[src/mpdc_pkg.sv]
// ----------------------------------------------------------------------------
// mpdc_pkg
// Shared types, widths and arithmetic helpers for the multichannel PID duty
// controller: sequencer states, multiplier request, rounding and saturation.
// ----------------------------------------------------------------------------
package mpdc_pkg;

  // Channel count and field widths
  localparam int unsigned CHANNELS = 10;
  localparam int unsigned ChanW    = 4;   // channel field width
  localparam int unsigned ValW     = 32;  // Q16.16 values
  localparam int unsigned LimW     = 31;  // unsigned bound / band
  localparam int unsigned GainW    = 24;  // Q8.16 gains
  localparam int unsigned IntW     = 40;  // Q24.16 integral
  localparam int unsigned ProdW    = GainW + ValW;  // full product
  localparam int unsigned RndW     = ProdW - 16;    // product scaled by 2^-16
  localparam int unsigned SumW     = IntW + 2;      // P + I + D exact

  // Sequencer states
  typedef enum logic [2:0] {
    ST_IDLE,
    ST_PREP,
    ST_MUL_P,
    ST_MUL_D,
    ST_MUL_I,
    ST_INTEG,
    ST_SUM
  } state_e;

  // Request to the shared multiplier
  typedef struct packed {
    logic                    en;
    logic signed [GainW-1:0] gain;
    logic signed [ValW-1:0]  value;
  } mul_req_t;

  // Scale product by 2^-16, round to nearest, ties toward +inf
  function automatic logic signed [RndW-1:0] round_q16(logic signed [ProdW-1:0] prod);
    logic signed [ProdW-1:0] t;
    t = prod + ProdW'(32768);
    return t[ProdW-1:16];
  endfunction

  // Saturate a 40-bit value to 32 bits signed
  function automatic logic signed [ValW-1:0] sat32_rnd(logic signed [RndW-1:0] x);
    if (x[RndW-1:ValW-1] != {(RndW-ValW+1){x[RndW-1]}}) begin
      return x[RndW-1] ? {1'b1, {(ValW-1){1'b0}}} : {1'b0, {(ValW-1){1'b1}}};
    end
    return x[ValW-1:0];
  endfunction

  // Saturate a 33-bit difference to 32 bits signed
  function automatic logic signed [ValW-1:0] sat32_diff(logic signed [ValW:0] x);
    if (x[ValW] != x[ValW-1]) begin
      return x[ValW] ? {1'b1, {(ValW-1){1'b0}}} : {1'b0, {(ValW-1){1'b1}}};
    end
    return x[ValW-1:0];
  endfunction

  // Saturate a 41-bit sum to 40 bits signed
  function automatic logic signed [IntW-1:0] sat40(logic signed [IntW:0] x);
    if (x[IntW] != x[IntW-1]) begin
      return x[IntW] ? {1'b1, {(IntW-1){1'b0}}} : {1'b0, {(IntW-1){1'b1}}};
    end
    return x[IntW-1:0];
  endfunction

endpackage

[src/mpdc_gain_mul.sv]
// ----------------------------------------------------------------------------
// mpdc_gain_mul
// Shared signed gain multiplier: Q8.16 gain times Q16.16 value, product
// registered, then scaled by 2^-16 with round-half-up on the way out.
// ----------------------------------------------------------------------------
module mpdc_gain_mul
  import mpdc_pkg::*;
(
  input  logic                   clk_i,
  input  mul_req_t               req_i,
  output logic signed [RndW-1:0] rnd_o
);

  logic signed [ProdW-1:0] prod_d;
  logic signed [ProdW-1:0] prod_q;

  // Full-precision product
  assign prod_d = ProdW'(req_i.gain) * ProdW'(req_i.value);

  // Product register, loaded only when a step asks for it
  always_ff @(posedge clk_i) begin
    if (req_i.en) begin
      prod_q <= prod_d;
    end
  end

  assign rnd_o = round_q16(prod_q);

endmodule

[config.mk]
export PLATFORM = sky130hd
export DESIGN_NAME = mpdc_gain_mul
export DESIGN_NICKNAME = d
export VERILOG_FILES = /design/src/mpdc_pkg.sv /design/src/mpdc_gain_mul.sv
export SDC_FILE = /design/constraint.sdc
export NUM_CORES = 2
export LEC_CHECK = 0
export ABC_AREA = 1
export BUFFER_PORTS_ARGS = -buffer_cell sky130_fd_sc_hd__buf_2
export CAP_MARGIN = 20
export CORE_UTILIZATION = 45
export DETAILED_ROUTE_END_ITERATION = 8
export HOLD_SLACK_MARGIN = 0.08
export PLACE_DENSITY_LB_ADDON = 0.25
export SLEW_MARGIN = 40
export SYNTH_ARGS = -nofsm -noshare
export SYNTH_HDL_FRONTEND = slang
export SYNTH_SLANG_ARGS = --single-unit
[constraint.sdc]
create_clock -name clk_i -period 10.3 [get_ports clk_i]
set_input_delay 2.575 -clock clk_i [delete_from_list [all_inputs] [get_ports clk_i]]
set_output_delay 2.575 -clock clk_i [all_outputs]
set_load 0.02 [all_outputs]
Word level (Yosys, flattened, before mapping) --
Cells that the tools add are included.
Storage, ports and cells: logic and storage cells 3, input bits 58, flip-flop bits (word level) 56, output and inout port bits 40
Cells by class: $add $sub $neg 1, $mul 1
Operators by type and width (number):
- $add 56x17->56 const B | 1
- $mul 24x32->56 | 1

Longest topological paths before layout --
word-level depth 1, mapped depth 31

Worst setup path after synthesis --
OpenSTA, ideal clock, no wires.
path type in2reg, start point input port req_i[32] (netlist name), end point register prod_q[52], data pin, setup time 0.252 ns, stages 22, buffers on the path 1, path slack 1.591 ns, arrival 8.457 ns, data required time 10.048 ns, cell sequence clkbuf_1 > nand2_1 > inv_1 > fa_1 > fa_1 > inv_1 > fa_1 > inv_1 > fa_1 > inv_1 > fa_1 > inv_1 > fa_1 > fa_1 > ha_1 > nand2_1 > nor2_1 > nand2_1 > nor4_1 > nand2_1 > nand3_1 > nand2_1
Between the ends: cells in the longest elaborated chain, start to end 1
RTL lines:
- from (decl) | RTL line mpdc_gain_mul.sv:10 | input mul_req_t req_i,
- $mul 24x32->56 | RTL line mpdc_gain_mul.sv:18 | assign prod_d = ProdW'(req_i.gain) * ProdW'(req_i.value);
- net prod_d[52] | RTL line mpdc_gain_mul.sv:14 | logic signed [ProdW-1:0] prod_d;
- to (signal assigned) | RTL line mpdc_gain_mul.sv:23 | prod_q <= prod_d;
- to (decl) | RTL line mpdc_gain_mul.sv:15 | logic signed [ProdW-1:0] prod_q;
The timed path passes the listed nets, and every way through them passes these cells. A chain may end at the register's enable or synchronous reset.

Final worst setup path --
start point input port req_i[35] (netlist name), end point register prod_q[45], data pin
The elaborated chain is that of the path after synthesis.

==> impl_metrics.yaml <==
min_path:
  hp-start: "req_i[56]"
  whs_endpoint: "prod_q[24]$_DFFE_PP_"
  hold_path_depth: 1
  hp-class: "input port to flip-flop"
grt:
  antenna_found_initial: 0
  grt_overflow: 0
  grt_first_pass_wirelength_um: 141000
  grt_max_degree: 42
  grt_use_total: 0.261
  first_global_vias: 26300
placement:
  hpwl_um: 72300
  post-place-cells: 4827
  place_congestion: 0.938
  place.port_buffers: 97
sta:
  finalCriticalPeriod_ps: 9380
  max-slew-margin-rel: 0.417
  rsz0062_at_grt: "false"
  max_freq_mhz: 107
  slew_violations: 0
  setup_viol_count_final: 0
  timing.setup.tns_ps: 0
  min_period_over_period: 0.911
  hold_viol_final: 0
  worst_pin_slew_ps: 875
detailed_routing:
  num_vias: 23900
  drc_errors: 0
  via_per_inst: 4.94
  first_pass_iters: 6
  totalWireLength_um: 84500
  avgRoutedWirePerCell_um: 17.5
  ant_nets: 0
  drt_iter0_drc: 1421
clock_tree:
  clk_path_buf_depth: 2
  cts_buffers: 5
  cts_tree: "yes"
  cts_num_sinks: 41
  cts_resized: 0
  ctsHtreeMaxLevel: 2
  cts_setup_buffers: 0
  path_clk_slew_ps: 70
  clockRootBuffer: "clkbuf_16"
  postCtsHoldBufs: 0
floorplanning:
  rows: 95
  ios: 98
  die_width_um: 263
  fp.dieH_um: 263
  core_area_um2: 67400
  die_area_um2: 69400
  initial_core_util: 0.456
synthesis:
  yosysSeqAreaShare: 0.0401
  netlist_instances: 3949
  synthFlopType: "edfxtp_1"
  ys_types: 34
  synth_edf_count: 41
  async_flop_share: 0
  synth_nets: 4936
  ys.warnings.count: 0
  syn-cell-area_um2: 30700
  synth-seq-cells: 41
  syn_area_per_cell_um2: 7.78
run:
  cap_viol_max_count: 0
final_layout:
  final_util: 0.479
  top_register: "prod_q"
  final_common_cell: "inv_1"
  top_regs: "prod_q (41)"
  finalNonFillerCells: 4835
  largest_reg_flops: 41
  syn2layout_area_growth_pct: 5.04
  nFillCells: 6701
  drive_gt1_frac: 0.0482
  antenna_cells: 0
  mostFrequentLayoutCells: "inv_1, nand2_1, fa_1"
  nNetsFinal: 4948
setup_path:
  cp-end-kind: "flip-flop"
  worstPathMaxFanout: 23
  crit_top_cell: "fa_1"
  crit_path_start_kind: "input port"
  slowest_delay_ps: 800
  crit_slowest_cell: "fa_1"
  crit_chain: "buf_2, nand2_1, inv_1, fa_1, fa_1, inv_1, fa_1, inv_1, fa_1, fa_1, fa_1, fa_1, ha_1, nand2_1, nor2_1, inv_2, nor2_1, inv_1, nor3_1, nand3_1, nand4_1, nand2_1"
  cp_top_family: "adder cells"
  cp.required_ps: 10350
  critPathBufInv: 6
  criticalPathCategory: "input port to flip-flop"
  arrival_ps: 9430
outcome:
  status: "finished, final reports clean"
-- layer usage --
| layer | GRT usage | share of wire | vias up |
|---|---|---|---|
| li1 | - | - | 11000 |
| met1 | 0.332 | 0.41 | 12000 |
| met2 | 0.470 | 0.51 | 688 |
| met3 | 0.0256 | 0.051 | 157 |
| met4 | 0.0733 | 0.031 | 0 |
| met5 | 0 | 0 | - |
-- per-stage QoR --
step | worst slack (ps) | instance area [um^2] | hold WS [ps]
global placement | 566 | 32100 | 3150
detailed placement | 582 | 32100 | 3110
finish | 915 | 32300 | 2800
floorplan | 1590 | 30700 | 2690
CTS | 874 | 32300 | 2810
global route | 523 | 32300 | 2830
-- worst max path at each step --
stage / from / endpoint / cells past startpoint
after floorplan: req_i[32] / prod_q[52]$_DFFE_PP_ / 22
after global placement: req_i[35] / prod_q[45]$_DFFE_PP_ / 22
after detailed placement: req_i[35] / prod_q[45]$_DFFE_PP_ / 22
after CTS: req_i[35] / prod_q[45]$_DFFE_PP_ / 22
after global routing: req_i[32] / prod_q[45]$_DFFE_PP_ / 22
final: req_i[35] / prod_q[45]$_DFFE_PP_ / 22
-- layout make-up --
class	count	area, um^2	area share
clock buffers	5	125	0.00387
inverters	1264	4740	0.147
well taps	873	1090	0.0338
clock inverters	3	17.5	0.000542
flip-flops and latches	41	1230	0.0381
repair buffers	141	826	0.0256
multi-input cells	2508	24300	0.751
-- logic make-up (layout without fill, tap and decap cells) --
| group | Yosys count | in the layout | synth area share |
|---|---|---|---|
| AO/OA/AOI/OAI | 125 | 125 | 0.0219 |
| XOR/XNOR | 63 | 63 | 0.0179 |
| adder cells (fa/ha/maj) | 929 | 929 | 0.569 |
| buffers and inverters | 1400 | 1413 | 0.171 |
| flip-flops | 41 | 41 | 0.0401 |
| AND/OR/NAND/NOR | 1391 | 1391 | 0.180 |
-- synth_stat cells, drive strengths merged, types with 2 or more instances --
master	number	area (um^2)
and3	2	12.5
xor2	41	359
a21boi	2	15.0
o21a	2	15.0
inv	1263	4740
nor2	163	657
o21bai	10	75.1
or2	7	43.8
xnor2	22	193
and2	2	12.5
a21oi	71	355
nand2	1099	4150
clkbuf	136	510
a21o	4	30.0
nand4	21	131
nand3b	2	15.0
nor4	8	50.1
fa	782	15700
ha	147	1840
edfxtp	41	1230
o21ai	35	175
nand3	65	330
nor3	22	133
Power is not shown: default switching activity piles up to over one toggle a cycle in this logic, so the estimate is an artifact.
